`config.mk`:
```
export PLATFORM = sky130hd
export DESIGN_NAME = sorted_list_pool_manager
export DESIGN_NICKNAME = d
export VERILOG_FILES = /design/src/design/slpm_pkg.sv /design/src/design/slpm_node_store.sv /design/src/design/sorted_list_pool_manager.sv
export SDC_FILE = /design/constraint.sdc
export NUM_CORES = 2
export LEC_CHECK = 0
export BUFFER_PORTS_ARGS = -buffer_cell sky130_fd_sc_hd__buf_4
export CAP_MARGIN = 20
export CORE_ASPECT_RATIO = 1.2
export CORE_MARGIN = 2
export CORE_UTILIZATION = 46
export CTS_CLUSTER_DIAMETER = 200
export DETAILED_ROUTE_END_ITERATION = 7
export PLACE_DENSITY = 0.7
export REMOVE_ABC_BUFFERS = 1
export SYNTH_ARGS = -nofsm -noshare
export SYNTH_HDL_FRONTEND = slang
export SYNTH_HIERARCHICAL = 1
export SYNTH_SLANG_ARGS = --single-unit
```
`constraint.sdc`:
```
create_clock -name clk -period 7.15 [get_ports clk]
set_clock_uncertainty 0.05 [all_clocks]
set_input_delay 1.43 -clock clk [delete_from_list [all_inputs] [get_ports clk]]
set_output_delay 1.43 -clock clk [all_outputs]
set_load 0.05 [all_outputs]
```
`src/design/slpm_pkg.sv`:
```
// Shared constants, types and helpers for the sorted list pool manager.
package slpm_pkg;

  localparam int NODES    = 64;
  localparam int LISTS    = 16;
  localparam int KEY_BITS = 32;

  localparam int IDX_W  = $clog2(NODES);
  localparam int PTR_W  = $clog2(NODES + 1);
  localparam int CNT_W  = $clog2(NODES + 1);
  localparam int LIST_W = $clog2(LISTS);

  localparam logic [PTR_W-1:0] NIL = PTR_W'(NODES);

  localparam logic [1:0] ST_OK       = 2'd0;
  localparam logic [1:0] ST_FULL     = 2'd1;
  localparam logic [1:0] ST_NOTFOUND = 2'd2;
  localparam logic [1:0] ST_BADID    = 2'd3;

  typedef logic signed [KEY_BITS-1:0] key_t;
  typedef logic [PTR_W-1:0] ptr_t;

  typedef struct packed {
    logic             en;
    logic [IDX_W-1:0] addr;
    ptr_t             data;
  } ptr_wr_t;

  typedef struct packed {
    logic             en;
    logic [IDX_W-1:0] addr;
    key_t             data;
  } key_wr_t;

  typedef struct packed {
    key_t key;
    ptr_t next;
    ptr_t prev;
  } node_t;

  // Sign-extend the 32-bit input key, then fit it to KEY_BITS.
  function automatic key_t key_conv(input logic [31:0] k);
    logic [63:0] wide;
    wide = {{32{k[31]}}, k};
    return key_t'(wide[KEY_BITS-1:0]);
  endfunction

endpackage

```
`src/design/slpm_node_store.sv`:
```
// Node pool storage: key, next and prev memories with one registered read port.
module slpm_node_store (
  input  logic                      clk,
  input  logic                      rst,
  input  logic [slpm_pkg::IDX_W-1:0] rd_addr,
  output slpm_pkg::node_t           rd_data,
  input  slpm_pkg::key_wr_t         key_wr,
  input  slpm_pkg::ptr_wr_t         next_wr,
  input  slpm_pkg::ptr_wr_t         prev_wr
);

  slpm_pkg::key_t key_mem  [slpm_pkg::NODES];
  slpm_pkg::ptr_t next_mem [slpm_pkg::NODES];
  slpm_pkg::ptr_t prev_mem [slpm_pkg::NODES];
  logic [slpm_pkg::NODES-1:0] next_vld;
  logic [slpm_pkg::NODES-1:0] prev_vld;

  always_ff @(posedge clk) begin
    if (key_wr.en) key_mem[key_wr.addr] <= key_wr.data;
    if (next_wr.en) next_mem[next_wr.addr] <= next_wr.data;
    if (prev_wr.en) prev_mem[prev_wr.addr] <= prev_wr.data;
  end

  // An entry never written reads as its reset link: next is i+1, prev is null.
  always_ff @(posedge clk) begin
    rd_data.key  <= key_mem[rd_addr];
    rd_data.next <= next_vld[rd_addr] ? next_mem[rd_addr]
                                      : slpm_pkg::PTR_W'(rd_addr) + slpm_pkg::PTR_W'(1);
    rd_data.prev <= prev_vld[rd_addr] ? prev_mem[rd_addr] : slpm_pkg::NIL;
  end

  always_ff @(posedge clk) begin
    if (rst) begin
      next_vld <= '0;
      prev_vld <= '0;
    end else begin
      if (next_wr.en) next_vld[next_wr.addr] <= 1'b1;
      if (prev_wr.en) prev_vld[prev_wr.addr] <= 1'b1;
    end
  end

endmodule

```
`src/design/sorted_list_pool_manager.sv`:
```
// Top level: sequencer that walks and relinks sorted lists in the node pool.
//
// Each item is an insert or a delete of a signed key in one of lists 1..15,
// all drawn from a shared pool of 64 nodes. The block takes one item at a
// time and is not ready while it works. An item passes through a check of
// the list id and the pool, a walk of the list, the relinking states (pop,
// link1 and link2 for an insert, del1 and del2 for a found delete), a state
// that loads the result and the idle state. A bad list id or a full pool
// goes from the check straight to loading the result. The walk is bound by the
// single read port of the node memory, which yields one node per cycle. A
// result waits in an output register until taken, and the block holds the
// next result until that register is free.
module sorted_list_pool_manager (
  input  logic        clk,
  input  logic        rst,
  input  logic        in_valid,
  output logic        in_ready,
  input  logic        func,
  input  logic [3:0]  list_id,
  input  logic [31:0] key,
  output logic        out_valid,
  input  logic        out_ready,
  output logic [1:0]  status,
  output logic [6:0]  list_length,
  output logic [6:0]  free_count
);

  localparam logic [3:0] S_IDLE  = 4'd0;
  localparam logic [3:0] S_CHECK = 4'd1;
  localparam logic [3:0] S_POP   = 4'd2;
  localparam logic [3:0] S_WALK  = 4'd3;
  localparam logic [3:0] S_LINK1 = 4'd4;
  localparam logic [3:0] S_LINK2 = 4'd5;
  localparam logic [3:0] S_DEL1  = 4'd6;
  localparam logic [3:0] S_DEL2  = 4'd7;
  localparam logic [3:0] S_DONE  = 4'd8;

  logic [3:0] state, state_next;

  logic                func_r;
  logic [3:0]          list_id_r;
  slpm_pkg::key_t      key_r;
  slpm_pkg::ptr_t      x_r, cur_r, p_r, nx_r;
  logic [1:0]          res_status;
  logic [slpm_pkg::CNT_W-1:0] res_len;

  slpm_pkg::ptr_t             free_head;
  logic [slpm_pkg::CNT_W-1:0] free_total;
  slpm_pkg::ptr_t             head [slpm_pkg::LISTS];
  logic [slpm_pkg::CNT_W-1:0] cnt  [slpm_pkg::LISTS];

  logic [slpm_pkg::LIST_W-1:0] lidx;
  logic                        bad_id;
  slpm_pkg::ptr_t              rd_ptr;
  slpm_pkg::node_t             rd;
  slpm_pkg::key_wr_t           key_wr;
  slpm_pkg::ptr_wr_t           next_wr, prev_wr;

  assign lidx   = slpm_pkg::LIST_W'(list_id_r);
  assign bad_id = (list_id_r == 4'd0) || (32'(list_id_r) >= slpm_pkg::LISTS);
  assign in_ready = (state == S_IDLE);

  slpm_node_store u_store (
    .clk     (clk),
    .rst     (rst),
    .rd_addr (rd_ptr[slpm_pkg::IDX_W-1:0]),
    .rd_data (rd),
    .key_wr  (key_wr),
    .next_wr (next_wr),
    .prev_wr (prev_wr)
  );

  // Read address for the node that the next state looks at.
  always_comb begin
    case (state)
      S_CHECK: rd_ptr = func_r ? head[lidx] : free_head;
      S_POP:   rd_ptr = head[lidx];
      S_WALK:  rd_ptr = rd.next;
      default: rd_ptr = cur_r;
    endcase
  end

  always_comb begin
    key_wr  = '0;
    next_wr = '0;
    prev_wr = '0;
    case (state)
      S_POP: begin
        key_wr.en   = 1'b1;
        key_wr.addr = x_r[slpm_pkg::IDX_W-1:0];
        key_wr.data = key_r;
      end
      S_LINK1: begin
        next_wr = '{en: 1'b1, addr: x_r[slpm_pkg::IDX_W-1:0], data: cur_r};
        prev_wr = '{en: 1'b1, addr: x_r[slpm_pkg::IDX_W-1:0], data: p_r};
      end
      S_LINK2: begin
        prev_wr = '{en: cur_r != slpm_pkg::NIL, addr: cur_r[slpm_pkg::IDX_W-1:0],
                    data: x_r};
        next_wr = '{en: p_r != slpm_pkg::NIL, addr: p_r[slpm_pkg::IDX_W-1:0],
                    data: x_r};
      end
      S_DEL1: begin
        next_wr = '{en: p_r != slpm_pkg::NIL, addr: p_r[slpm_pkg::IDX_W-1:0],
                    data: nx_r};
        prev_wr = '{en: nx_r != slpm_pkg::NIL, addr: nx_r[slpm_pkg::IDX_W-1:0],
                    data: p_r};
      end
      S_DEL2: begin
        next_wr = '{en: 1'b1, addr: cur_r[slpm_pkg::IDX_W-1:0], data: free_head};
        prev_wr = '{en: 1'b1, addr: cur_r[slpm_pkg::IDX_W-1:0], data: slpm_pkg::NIL};
      end
      default: ;
    endcase
  end

  always_comb begin
    state_next = state;
    case (state)
      S_IDLE:  if (in_valid) state_next = S_CHECK;
      S_CHECK: begin
        if (bad_id) state_next = S_DONE;
        else if (!func_r) state_next = (free_head == slpm_pkg::NIL) ? S_DONE : S_POP;
        else state_next = (head[lidx] == slpm_pkg::NIL) ? S_DONE : S_WALK;
      end
      S_POP:   state_next = (head[lidx] == slpm_pkg::NIL) ? S_LINK1 : S_WALK;
      S_WALK: begin
        if (!func_r) begin
          if (rd.key >= key_r || rd.next == slpm_pkg::NIL) state_next = S_LINK1;
        end else begin
          if (rd.key == key_r) state_next = S_DEL1;
          else if (rd.next == slpm_pkg::NIL) state_next = S_DONE;
        end
      end
      S_LINK1: state_next = S_LINK2;
      S_LINK2: state_next = S_DONE;
      S_DEL1:  state_next = S_DEL2;
      S_DEL2:  state_next = S_DONE;
      S_DONE:  if (!out_valid || out_ready) state_next = S_IDLE;
      default: state_next = S_IDLE;
    endcase
  end

  always_ff @(posedge clk) begin
    if (rst) begin
      state      <= S_IDLE;
      out_valid  <= 1'b0;
      free_head  <= '0;
      free_total <= slpm_pkg::CNT_W'(slpm_pkg::NODES);
      for (int i = 0; i < slpm_pkg::LISTS; i++) begin
        head[i] <= slpm_pkg::NIL;
        cnt[i]  <= '0;
      end
    end else begin
      state <= state_next;
      if (out_valid && out_ready) out_valid <= 1'b0;
      case (state)
        S_POP: begin
          free_head  <= rd.next;
          free_total <= free_total - slpm_pkg::CNT_W'(1);
        end
        S_LINK2: begin
          if (p_r == slpm_pkg::NIL) head[lidx] <= x_r;
          cnt[lidx] <= cnt[lidx] + slpm_pkg::CNT_W'(1);
        end
        S_DEL1: if (p_r == slpm_pkg::NIL) head[lidx] <= nx_r;
        S_DEL2: begin
          free_head  <= cur_r;
          free_total <= free_total + slpm_pkg::CNT_W'(1);
          if (cnt[lidx] != '0) cnt[lidx] <= cnt[lidx] - slpm_pkg::CNT_W'(1);
        end
        S_DONE: if (!out_valid || out_ready) out_valid <= 1'b1;
        default: ;
      endcase
    end
  end

  // Datapath registers of the walk and the result.
  always_ff @(posedge clk) begin
    case (state)
      S_IDLE: if (in_valid) begin
        func_r    <= func;
        list_id_r <= list_id;
        key_r     <= slpm_pkg::key_conv(key);
      end
      S_CHECK: begin
        x_r        <= free_head;
        cur_r      <= head[lidx];
        res_status <= bad_id ? slpm_pkg::ST_BADID :
                      func_r ? slpm_pkg::ST_NOTFOUND : slpm_pkg::ST_FULL;
        res_len    <= bad_id ? '0 : cnt[lidx];
      end
      S_POP: begin
        cur_r <= head[lidx];
        p_r   <= slpm_pkg::NIL;
      end
      S_WALK: begin
        if (!func_r) begin
          if (rd.key < key_r) begin
            p_r   <= cur_r;
            cur_r <= rd.next;
          end else begin
            p_r <= rd.prev;
          end
        end else if (rd.key == key_r) begin
          p_r  <= rd.prev;
          nx_r <= rd.next;
        end else begin
          cur_r <= rd.next;
        end
      end
      S_LINK2: begin
        res_status <= slpm_pkg::ST_OK;
        res_len    <= cnt[lidx] + slpm_pkg::CNT_W'(1);
      end
      S_DEL2: begin
        res_status <= slpm_pkg::ST_OK;
        res_len    <= (cnt[lidx] != '0) ? cnt[lidx] - slpm_pkg::CNT_W'(1) : '0;
      end
      S_DONE: if (!out_valid || out_ready) begin
        status      <= res_status;
        list_length <= 7'(res_len);
        free_count  <= 7'(free_total);
      end
      default: ;
    endcase
  end

  a_free_bound: assert property (@(posedge clk) disable iff (rst)
    32'(free_total) <= slpm_pkg::NODES)
    else $error("free count exceeds pool size");

  a_empty_free: assert property (@(posedge clk) disable iff (rst)
    (free_head == slpm_pkg::NIL) |-> (free_total == '0))
    else $error("free list empty but free count nonzero");

  a_busy_after_accept: assert property (@(posedge clk) disable iff (rst)
    (in_valid && in_ready) |=> !in_ready)
    else $error("ready while an item is in progress");

endmodule
```
==> results.yml <==
floorplan:
  fp.dieH_um: 597
  die-area_mm2: 0.298
  std_cell_rows: 217
  coreArea_mm2: 0.292
  start_util: 0.463
  fp.dieW_um: 498
  io_pins: 59
sta:
  holdWs_ns: 0.368
  tightest_slew_ns: 1.21
  finalCritPeriodShare: 0.798
  totalNegativeSetupSlack_ns: 0
  final_max_slew_viol_count: 0
  final-hold-violation-count: 0
  finalCriticalPeriod_ns: 5.70
  fin_ws_ns: 1.45
  setup_violations: 0
  maxSlewHeadroom: 0.194
  max_freq_mhz: 175
  rsz0062_at_grt: "false"
yosys:
  synth_seq_cells: 3455
  synth.cell_area_mm2: 0.135
  synth_edf_count: 3258
  ys_warn_count: 6
  synthFlopType: "edfxtp_1"
  syn_area_per_cell_um2: 21.1
  async_flop_share: 0
  syn_inst: 6410
  ys_seq_area_frac: 0.754
  ys_types: 74
global_route:
  grt_pass1_vias: 67549
  grt_use_met1: 0.293
  grt_overflow: 0
  grt_first_pass_wirelength_um: 491000
  antenna_found_initial: 6
  grtUsageMet2: 0.388
  grt_max_degree: 132
  grt.busiest_layer: "met2"
  gr-usage-all-layers: 0.229
  grt_util_met3: 0.0392
clocking:
  cts_hold_buf: 0
  post_cts_resize_count: 0
  clock_path_buffers: 4
  cts_tree: "done"
  cts_made_buffers: 342
  post_cts_buffers: 0
  insertion_delay_ns: 0.90
  cts-root-buf: "clkbuf_16"
  h-tree-depth: 5
  cts_sinks: 3455
  cts.clk_slew.worst_paths_ns: 0.06
power_and_ir_drop:
  switching_share: 0.319
  switchingPower_w: 0.0217
  sequentialPowerShare: 0.352
  p_leak_nw: 50.2
  p_int_w: 0.0464
  worst_ir_drop_vdd_mv: 0.671
  pwr-share-comb: 0.376
  power_density_mw_per_mm2: 444
  pwr-share-clk: 0.272
final_layout:
  layout_commonest_cell: "edfxtp_1"
  multi_input_area_mm2: 0.0321
  fin_nets: 6740
  seq_area_mm2: 0.102
  mostFrequentLayoutCells: "edfxtp_1 (3258), mux4_2 (992), nor2_1 (604)"
  area_delta_synth_final_pct: 13.6
  instances_no_fill: 10767
  drive_above_1_share: 0.278
  nFillCells: 21999
routing:
  routedWlPerCell_um: 32.0
  vias_per_cell: 6.25
  dr.pass1.iters: 6
  drtIter0Drc: 8783
  wirelength_um: 345000
  antenna_left: 0
  drc: 0
  num_vias: 67298
setup_path:
  required_ns: 7.62
  path_max_fanout: 32
  regToRegSetupSlack_ns: 1.45
  arrival_ns: 6.17
  critPathKind: "flip-flop to flip-flop"
  cp-endpoint: "cnt[2][3]"
  r2r_cells: 13
  cp-end-kind: "flip-flop"
  startpoint_type: "flip-flop"
  r2r_end: "cnt[2][3]"
placed_design:
  port_buffers: 58
  place_congestion: 0.862
  hpwlAfterDp_um: 196000
  place_ws_ns: 1.47
  place_inst: 10113
worst_hold_path:
  hold_path_class: "flip-flop to flip-flop"
run:
  cap_viol_max_count: 0
outcome:
  status: "completed"
==> logic make-up after synthesis <==
logic type	synth area share
buffers and inverters	0.0148
flip-flops	0.754
AND/OR/NAND/NOR	0.0366
AO/OA/AOI/OAI	0.0138
adder cells (fa/ha/maj)	0.00395
XOR/XNOR	0.00104
multiplexers	0.176
==> per-layer routing <==
metal | up-vias | part of all wire
li1 | 26981 | -
met1 | 35586 | 0.36
met2 | 3885 | 0.51
met3 | 838 | 0.090
met4 | 8 | 0.048
met5 | - | 0.00014
==> critical path, stage by stage, from the launching register on <==
cell      delay, ns
dfxtp_4        0.69
buf_4          0.59
mux4_2         0.59
a22oi_1        0.23
nand2_1        0.26
inv_1          0.16
ha_1           0.18
inv_1          0.04
nor3_1         0.19
nand4b_1       0.15
o21ai_1        0.66
nand2_1        0.26
nand2_1        0.80
o21bai_1       0.45
==> area by class of cell <==
type / instances / area share
sequential: 3455 / 0.664
multi-input combinational: 2545 / 0.209
clock buffer: 457 / 0.0627
tap: 3832 / 0.0313
timing repair buffer: 264 / 0.0182
clock inverter: 162 / 0.0129
inverter: 49 / 0.00121
antenna: 3 / 0.0000490
==> power groups by stage <==
stage / logic (W) / registers [W] / clock network, W
4_1_cts: 0.0255 / 0.0240 / 0.0187
6_report: 0.0256 / 0.0240 / 0.0185
3_3_place_gp: 0.0250 / 0.0244 / 0
2_1_floorplan: 0.0121 / 0.0243 / 0
3_5_place_dp: 0.0254 / 0.0244 / 0
5_1_grt: 0.0269 / 0.0240 / 0.0195
==> state kept, by name, summed over array words and instances, names as in the netlist, 2 cells and up, named ones only <==
| name | count |
|---|---|
| cnt | 112 |
| cur_r | 7 |
| free_count | 7 |
| free_head | 7 |
| free_total | 7 |
| head | 112 |
| key_r | 32 |
| lidx | 4 |
| list_length | 7 |
| nx_r | 7 |
| p_r | 7 |
| res_len | 7 |
| res_status | 2 |
| state | 4 |
| status | 2 |
| u_store/key_mem | 2048 |
| u_store/next_mem | 448 |
| u_store/next_vld | 64 |
| u_store/prev_mem | 448 |
| u_store/prev_vld | 64 |
| u_store/rd_data | 46 |
| x_r | 7 |
==> worst min path at each step <==
stage / slack [ns] / end / cells past startpoint / startpoint
after floorplan: 0.35 / list_length[0] / 0 / res_len[0]
after global placement: 0.36 / status[0] / 0 / res_status[0]
after detailed placement: 0.36 / status[1] / 0 / res_status[1]
after CTS: 0.37 / status[1] / 0 / res_status[1]
after global routing: 0.38 / status[1] / 0 / res_status[1]
final: 0.37 / status[1] / 0 / res_status[1]
==> synth_stat cells, types with 9 or more instances <==
library cell,instances,area (um^2)
o21bai_1,9,67.6
nand4_1,15,93.8
mux4_2,992,22300
and2_1,20,125
clkbuf_1,194,728
a21oi_1,59,295
o21ai_0,25,125
buf_4,21,158
and3_1,9,56.3
a211oi_1,32,240
inv_1,46,173
a22oi_1,54,405
o22ai_1,12,75.1
a22o_1,14,123
dfxtp_1,197,3940
nand2b_1,43,269
nor4_1,20,125
nand2_1,115,432
buf_6,26,293
edfxtp_1,3258,97800
or3_1,15,93.8
o221ai_1,14,123
nand3b_1,15,113
buf_2,80,400
nor2b_1,46,288
mux4_1,19,499
nand3_1,47,235
nor3_1,52,260
mux2i_1,79,791
nor2_1,699,2620
ha_1,41,513
buf_1,32,120
==> through the flow <==
| step | utilization | instance area (um^2) | power [W] |
|---|---|---|---|
| global route | 0.525 | 153000 | 0.0704 |
| finish | 0.525 | 153000 | 0.0681 |
| floorplan | - | 133000 | 0.0363 |
| global placement | 0.483 | 141000 | 0.0495 |
| CTS | 0.523 | 153000 | 0.0683 |
| detailed placement | 0.483 | 141000 | 0.0499 |
Power figures use the tool's default switching activity.
